--- config.mk ---
export PLATFORM = sky130hd
export DESIGN_NAME = qam_gray_mapper_unit
export DESIGN_NICKNAME = d
export VERILOG_FILES = /design/src/rtl/core/qgm_pkg.sv /design/src/rtl/core/qgm_point_map.sv /design/src/rtl/core/qam_gray_mapper_unit.sv
export SDC_FILE = /design/constraint.sdc
export NUM_CORES = 1
export LEC_CHECK = 0
export BUFFER_PORTS_ARGS = -buffer_cell sky130_fd_sc_hd__buf_2
export CAP_MARGIN = 20
export CORE_UTILIZATION = 45
export CTS_CLUSTER_DIAMETER = 200
export DETAILED_ROUTE_END_ITERATION = 7
export PLACE_DENSITY_LB_ADDON = 0.25
export RECOVER_POWER = 25
export SLEW_MARGIN = 20
export SYNTH_ARGS = -nofsm -noshare
export SYNTH_HDL_FRONTEND = slang
export SYNTH_SLANG_ARGS = --single-unit
export TNS_END_PERCENT = 10
--- constraint.sdc ---
create_clock -name clk -period 5.8 [get_ports clk]
set_clock_uncertainty 0.15 [all_clocks]
set_input_delay 1.16 -clock clk [delete_from_list [all_inputs] [get_ports clk]]
set_output_delay 1.16 -clock clk [all_outputs]
set_load 0.005 [all_outputs]
--- src/rtl/core/qgm_pkg.sv ---
// Package: constants, types and Gray level tables for the QAM Gray mapper.
package qgm_pkg;

	localparam int CFG_W  = 4;
	localparam int COLL_W = 8;
	localparam int CNT_W  = 4;
	localparam int IDX_W  = 4;
	localparam int LVL_W  = 15;
	localparam int HALF_W = 3;

	localparam logic [CFG_W-1:0] MODE_BPSK   = 4'd1;
	localparam logic [CFG_W-1:0] MODE_QPSK   = 4'd2;
	localparam logic [CFG_W-1:0] MODE_QAM16  = 4'd4;
	localparam logic [CFG_W-1:0] MODE_QAM64  = 4'd6;
	localparam logic [CFG_W-1:0] MODE_QAM256 = 4'd8;

	localparam logic signed [LVL_W-1:0] BPSK_LVL = 15'sd10000;

	typedef struct packed {
		logic              err;
		logic [CFG_W-1:0]  mode;
		logic [COLL_W-1:0] sym;
	} sym_t;

	typedef struct packed {
		logic                    err;
		logic signed [LVL_W-1:0] q_val;
		logic signed [LVL_W-1:0] i_val;
	} point_t;

	function automatic logic mode_ok(input logic [CFG_W-1:0] m);
		return (m == MODE_BPSK) || (m == MODE_QPSK) || (m == MODE_QAM16) ||
			(m == MODE_QAM64) || (m == MODE_QAM256);
	endfunction

	function automatic logic signed [LVL_W-1:0] lvl_qpsk(input logic idx);
		return idx ? 15'sd7071 : -15'sd7071;
	endfunction

	function automatic logic signed [LVL_W-1:0] lvl_16(input logic [1:0] idx);
		logic signed [LVL_W-1:0] v;
		case (idx)
			2'd0: v = -15'sd9486;
			2'd1: v = -15'sd3162;
			2'd2: v = 15'sd9486;
			default: v = 15'sd3162;
		endcase
		return v;
	endfunction

	function automatic logic signed [LVL_W-1:0] lvl_64(input logic [2:0] idx);
		logic signed [LVL_W-1:0] v;
		case (idx)
			3'd0: v = -15'sd10801;
			3'd1: v = -15'sd7715;
			3'd2: v = -15'sd1543;
			3'd3: v = -15'sd4629;
			3'd4: v = 15'sd10801;
			3'd5: v = 15'sd7715;
			3'd6: v = 15'sd1543;
			default: v = 15'sd4629;
		endcase
		return v;
	endfunction

	function automatic logic signed [LVL_W-1:0] lvl_256(input logic [IDX_W-1:0] idx);
		logic signed [LVL_W-1:0] v;
		case (idx)
			4'd0:  v = -15'sd11504;
			4'd1:  v = -15'sd9970;
			4'd2:  v = -15'sd6902;
			4'd3:  v = -15'sd8436;
			4'd4:  v = -15'sd766;
			4'd5:  v = -15'sd2300;
			4'd6:  v = -15'sd5368;
			4'd7:  v = -15'sd3834;
			4'd8:  v = 15'sd11504;
			4'd9:  v = 15'sd9970;
			4'd10: v = 15'sd6902;
			4'd11: v = 15'sd8436;
			4'd12: v = 15'sd766;
			4'd13: v = 15'sd2300;
			4'd14: v = 15'sd5368;
			default: v = 15'sd3834;
		endcase
		return v;
	endfunction

	function automatic logic signed [LVL_W-1:0] level(input logic [CFG_W-1:0] m,
		input logic [IDX_W-1:0] idx);
		logic signed [LVL_W-1:0] v;
		case (m)
			MODE_QPSK:  v = lvl_qpsk(idx[0]);
			MODE_QAM16: v = lvl_16(idx[1:0]);
			MODE_QAM64: v = lvl_64(idx[2:0]);
			default:    v = lvl_256(idx);
		endcase
		return v;
	endfunction

endpackage

--- src/rtl/core/qgm_point_map.sv ---
// Symbol index to constellation point lookup.
module qgm_point_map
	import qgm_pkg::*;
(
	input  sym_t   sym_in,
	output point_t pt
);

	logic [HALF_W-1:0] half;
	logic [COLL_W-1:0] i_sh;
	logic [COLL_W-1:0] q_mask;
	logic [IDX_W-1:0]  i_idx;
	logic [IDX_W-1:0]  q_idx;

	assign half   = sym_in.mode[HALF_W:1];
	assign i_sh   = sym_in.sym >> half;
	assign q_mask = (COLL_W'(1) << half) - COLL_W'(1);
	assign i_idx  = i_sh[IDX_W-1:0];
	assign q_idx  = IDX_W'(sym_in.sym & q_mask);

	always_comb begin
		pt.err   = sym_in.err;
		pt.i_val = '0;
		pt.q_val = '0;
		if (!sym_in.err) begin
			if (sym_in.mode == MODE_BPSK) begin
				pt.i_val = sym_in.sym[0] ? BPSK_LVL : -BPSK_LVL;
			end else begin
				pt.i_val = level(sym_in.mode, i_idx);
				pt.q_val = level(sym_in.mode, q_idx);
			end
		end
	end

endmodule

--- src/rtl/core/qam_gray_mapper_unit.sv ---
// Top level: Gray-coded BPSK/QPSK/QAM constellation mapper with stream ports.
//
// Input stream: one coded bit per transaction in s_axis_tdata[0], s_axis_tlast
// marks the last bit of a block. Bits are collected MSB first until
// bits_per_symbol (cfg_wdata, written with cfg_we) are in; that transaction
// then produces one point on the output stream: I in tdata[14:0], Q in
// tdata[29:15], tuser set for an unsupported mode (then every input bit gives
// a zero point with tuser set). A tlast on a partial symbol drops it; a
// register write also drops it.
// Path: the transaction carrying the symbol's last bit loads the symbol
// register; the table lookup then fills the output register, which drives
// m_axis_tvalid and holds the point until m_axis_tready takes it.
// Throughput: one bit per clock while s_axis_tready is high; the two-entry
// pipeline keeps taking bits while the output holds a point, until the first
// stage also holds one.
// Stall: when m_axis_tready is low the output register holds, the first
// stage fills, and s_axis_tready drops once both stages hold a point.
// Reset: bits_per_symbol returns to 1 (BPSK), the collector and both stages
// are emptied.
module qam_gray_mapper_unit
	import qgm_pkg::*;
(
	input  logic             clk,
	input  logic             arst_n,
	input  logic             cfg_we,
	input  logic [CFG_W-1:0] cfg_wdata,
	input  logic             s_axis_tvalid,
	output logic             s_axis_tready,
	input  logic [7:0]       s_axis_tdata,  // [0] coded_bit, [7:1] zero
	input  logic             s_axis_tlast,  // end_of_block
	output logic             m_axis_tvalid,
	input  logic             m_axis_tready,
	output logic [31:0]      m_axis_tdata,  // [14:0] i_value, [29:15] q_value, [31:30] zero
	output logic             m_axis_tuser   // [0] mode_error
);

	logic [CFG_W-1:0]  bps_q;
	logic [COLL_W-1:0] coll_q;
	logic [CNT_W-1:0]  cnt_q;

	logic              valid_s1;
	sym_t              sym_s1;
	logic              valid_s2;
	point_t            pt_s2;

	logic              accept_in;
	logic              ready_s2;
	logic              ok;
	logic [COLL_W-1:0] coll_nx;
	logic [CNT_W-1:0]  cnt_nx;
	logic              complete;
	logic [COLL_W:0]   mask9;
	logic              produce;
	point_t            pt_nx;

	assign ready_s2      = !valid_s2 || m_axis_tready;
	assign s_axis_tready = !valid_s1 || ready_s2;
	assign accept_in     = s_axis_tvalid && s_axis_tready;

	assign ok       = mode_ok(bps_q);
	assign coll_nx  = {coll_q[COLL_W-2:0], s_axis_tdata[0]};
	assign cnt_nx   = cnt_q + CNT_W'(1);
	assign complete = cnt_nx >= bps_q;
	assign mask9    = ((COLL_W+1)'(1) << bps_q) - (COLL_W+1)'(1);
	assign produce  = !ok || complete;

	always_ff @(posedge clk or negedge arst_n) begin
		if (!arst_n) begin
			bps_q  <= MODE_BPSK;
			coll_q <= '0;
			cnt_q  <= '0;
		end else if (cfg_we) begin
			bps_q  <= cfg_wdata;
			coll_q <= '0;
			cnt_q  <= '0;
		end else if (accept_in) begin
			if (produce || s_axis_tlast) begin
				coll_q <= '0;
				cnt_q  <= '0;
			end else begin
				coll_q <= coll_nx;
				cnt_q  <= cnt_nx;
			end
		end
	end

	always_ff @(posedge clk or negedge arst_n) begin
		if (!arst_n) begin
			valid_s1 <= 1'b0;
		end else if (accept_in) begin
			valid_s1 <= produce;
		end else if (ready_s2) begin
			valid_s1 <= 1'b0;
		end
	end

	always_ff @(posedge clk) begin
		if (accept_in && produce) begin
			sym_s1.err  <= !ok;
			sym_s1.mode <= bps_q;
			sym_s1.sym  <= coll_nx & mask9[COLL_W-1:0];
		end
	end

	qgm_point_map u_map (
		.sym_in (sym_s1),
		.pt     (pt_nx)
	);

	always_ff @(posedge clk or negedge arst_n) begin
		if (!arst_n) begin
			valid_s2 <= 1'b0;
		end else if (ready_s2) begin
			valid_s2 <= valid_s1;
		end
	end

	always_ff @(posedge clk) begin
		if (ready_s2 && valid_s1) begin
			pt_s2 <= pt_nx;
		end
	end

	assign m_axis_tvalid = valid_s2;
	assign m_axis_tdata  = {2'b00, pt_s2.q_val, pt_s2.i_val};
	assign m_axis_tuser  = pt_s2.err;

	a_err_zero: assert property (@(posedge clk) disable iff (!arst_n)
		m_axis_tvalid && m_axis_tuser |-> m_axis_tdata == 32'd0)
		else $error("error point carries nonzero data");

	a_i_nonzero: assert property (@(posedge clk) disable iff (!arst_n)
		m_axis_tvalid && !m_axis_tuser |-> m_axis_tdata[LVL_W-1:0] != '0)
		else $error("valid point with zero I level");

	a_cfg_clears: assert property (@(posedge clk) disable iff (!arst_n)
		cfg_we |=> cnt_q == '0 && coll_q == '0)
		else $error("register write did not drop partial symbol");

endmodule
==> impl_metrics.env <==
export IMPL_outcome="finished with violations"
export IMPL_violations="max-capacitance violations, max-slew violations"
export IMPL_yosys_area_top_type="edfxtp_1"
export IMPL_fin_crit_sh_pct=62.8
export IMPL_drive_above_1_share_pct=17.8
export IMPL_worstMarginPinSlew_ns=1.58
export IMPL_drc=0
export IMPL_syn2layout_area_growth_pct=10.7
export IMPL_synth_top_area_share_pct=32.5
export IMPL_syn_area_mm2=0.00397
export IMPL_n_fill_cell=800
export IMPL_worstHoldPathType="reg -> reg"
export IMPL_dp_hpwl_mm=6.08
export IMPL_insertion_delay_ns=0.33
export IMPL_portBuffers=43
export IMPL_synth_edf_count=43
export IMPL_fp_dieH_um=95.9
export IMPL_critPathMaxFanout=21
export IMPL_power_density_mw_per_mm2=326
export IMPL_finalHoldViolCount=0
export IMPL_numClockSinks=60
export IMPL_yosysWarnings=0
export IMPL_max_freq_mhz=275
export IMPL_place_inst=526
export IMPL_ant_nets=0
export IMPL_numCtsBuffers=9
export IMPL_rsz0062_at_grt="false"
export IMPL_max_cap_violations=1
export IMPL_wire_per_inst_um=16.0
export IMPL_ys_seq_elements=60
export IMPL_post_drt_via_cell_ratio=5.82
export IMPL_cts_root_buf="clkbuf_8"
export IMPL_grt_ovfl_total=0
export IMPL_postSynth_asyncResetShare_pct=28.3
export IMPL_end_kind="flop"
export IMPL_grt_pass1_vias=2935
export IMPL_synth_cell_types=67
export IMPL_cts_htree_levels=3
export IMPL_grt_max_degree=31
export IMPL_grt_total_usage_pct=20.6
export IMPL_post_dp_cell_area_mm2=0.00419
export IMPL_synth_area_top_cells="edfxtp_1 (33%), dfrtp_1 (10%), ha_1 (6.0%), nand2_1 (3.3%), mux2i_1 (3.0%)"
export IMPL_cts_tree="done"
export IMPL_ios=53
export IMPL_die_x_um=95.9
export IMPL_finalSetupViolCount=0
export IMPL_critPathRequiredTime_ns=5.72
export IMPL_gp_congestion=0.897
export IMPL_rows=33
export IMPL_critical_path_class="reg -> reg"
export IMPL_fin_area_mm2=0.00439
export IMPL_grt_pass1_wl_mm=14.4
export IMPL_fp_dieArea_mm2=0.00920
export IMPL_power_mw=1.43
export IMPL_via_count=3152
export IMPL_nNetsFinal=469
export IMPL_fin_cells=542
export IMPL_setup_tns_ns=0
export IMPL_slew_headroom_pct=-5.08
export IMPL_antenna_found_initial=0
export IMPL_leakagePower_nw=1.81
export IMPL_path_clk_slew_ns=0.07
export IMPL_start_util_pct=47.3
export IMPL_synth_area_per_cell_um2=9.97
export IMPL_yosysSeqAreaShare_pct=43.3
export IMPL_cts_setup_buffers=0
export IMPL_period_needed_ns=3.64
export IMPL_clockBufferDepth=2
export IMPL_antenna_cells=0
export IMPL_coreArea_mm2=0.00838
export IMPL_ir_drop_mv=0.127
export IMPL_ctsResizeCount=0
export IMPL_syn_inst=398
export IMPL_first_pass_iters=4
export IMPL_first_iter_violations=221
export IMPL_cp_data_arrival_time_ns=3.56
export IMPL_report_final_slew_viol_count=31
export IMPL_wl_mm=8.66
export IMPL_worstSetupStartpointType="flop"
export IMPL_synth_main_ff_cell="edfxtp_1"
export IMPL_hold_buffers=0
==> final timing paths <==
check	from	endpoint	slack, ns	cells after the start
worst min-delay path	valid_s1	m_axis_tvalid	0.34	1
worst max register to register	sym_s1[11]	m_axis_tdata[9]	2.16	10
min in group asynchronous	arst_n	cnt_q[1]	0.78	1
worst max-delay path	sym_s1[11]	m_axis_tdata[9]	2.16	10
worst min register to register	valid_s1	m_axis_tvalid	0.34	1
max in group asynchronous	arst_n	coll_q[2]	4.16	1
==> worst max-delay path: stages (launching register included) <==
cell and delay (ns):
edfxtp_1 0.82, mux2i_1 0.15, mux2_2 0.35, o221ai_2 0.42, inv_1 0.22, ha_1 0.33, nor2_1 0.22, nor3_1 0.08
or2_2 0.32, a211oi_1 0.23, a311oi_1 0.09
==> report_power, final <==
part           leakage [nW]  internal, mW  switching [mW]  total, mW
sequential            0.640         0.545          0.0414      0.587
combinational          1.06         0.183           0.275      0.458
clock                 0.109         0.217           0.168      0.385
==> cell type report <==
class / count / area, um2 / share of cell area [%]
sequential: 60 / 1720 / 39.1
inverter: 16 / 60.1 / 1.37
timing repair buffer: 46 / 231 / 5.27
tap: 105 / 131 / 2.99
multi-input combinational: 299 / 2040 / 46.6
clock buffer: 13 / 191 / 4.36
clock inverter: 3 / 15.0 / 0.342
==> cells by family (layout without fill, tap and decap cells) <==
family / Yosys count / in the layout / synth area share (%)
XOR/XNOR: 14 / 14 / 3.56
AO/OA/AOI/OAI: 103 / 103 / 18.4
other: 1 / 2 / 0.0945
multiplexers: 19 / 19 / 5.01
AND/OR/NAND/NOR: 142 / 142 / 18.3
flip-flops: 60 / 60 / 43.3
buffers and inverters: 40 / 78 / 5.27
adder cells (fa/ha/maj): 19 / 19 / 5.99
==> flip-flops by register name, summed over array words and instances (netlist names) <==
name,count
bps_q,4
cnt_q,4
coll_q,7
m_axis_tdata,29
m_axis_tuser,1
m_axis_tvalid,1
sym_s1,13
valid_s1,1
==> per-stage QoR <==
| step | util [%] | setup slack [ns] | hold slack (ns) |
|---|---|---|---|
| after floorplan | - | 2.75 | 0.270 |
| after global placement | 50.0 | 2.26 | 0.317 |
| after detailed placement | 50.0 | 2.20 | 0.335 |
| after CTS | 52.5 | 2.17 | 0.350 |
| after global routing | 52.4 | 1.87 | 0.367 |
| final | 52.4 | 2.16 | 0.343 |
==> synth_stat cells (3+ instances only) <==
cell	count
nor2b_1	4
nor2_1	30
a31oi_1	6
o21ai_0	23
xnor2_1	10
dfrtp_1	16
nor4_1	5
a211oi_1	8
a22o_1	9
o311a_1	4
buf_2	5
nor3_1	17
buf_6	4
a21o_1	3
nand4_1	3
and2_1	8
mux2_2	7
ha_1	19
inv_1	16
o211ai_1	3
a21oi_1	20
clkbuf_1	9
nand3_1	10
mux2i_1	12
nand2b_1	10
buf_4	6
nand2_1	35
edfxtp_1	43
xor2_1	3
or2_2	3
==> per-layer routing <==
metal	vias to the layer above	GRT usage [%]	share of wire (%)
met1	1477	26.8	45
met4	0	10.7	2.3
met2	124	33.2	47
met5	-	0	0
met3	18	2.92	5.4
li1	1533	-	-
==> layout by cell type (no fill, tap or decap), types with 5 or more instances in the layout <==
| cell | n |
|---|---|
| xnor2_1 | 10 |
| a211oi_1 | 8 |
| a21oi_1 | 20 |
| nor4_1 | 5 |
| inv_1 | 16 |
| nand2b_1 | 10 |
| ha_1 | 19 |
| and2_1 | 6 |
| nand2_1 | 35 |
| nand3_1 | 10 |
| mux2i_1 | 12 |
| mux2_2 | 7 |
| dfrtp_1 | 16 |
| a22o_1 | 9 |
| buf_2 | 41 |
| nor3_1 | 17 |
| a31oi_1 | 6 |
| edfxtp_1 | 43 |
| o21ai_0 | 23 |
| clkbuf_8 | 10 |
| nor2_1 | 30 |
Power figures use the tool's default switching activity.
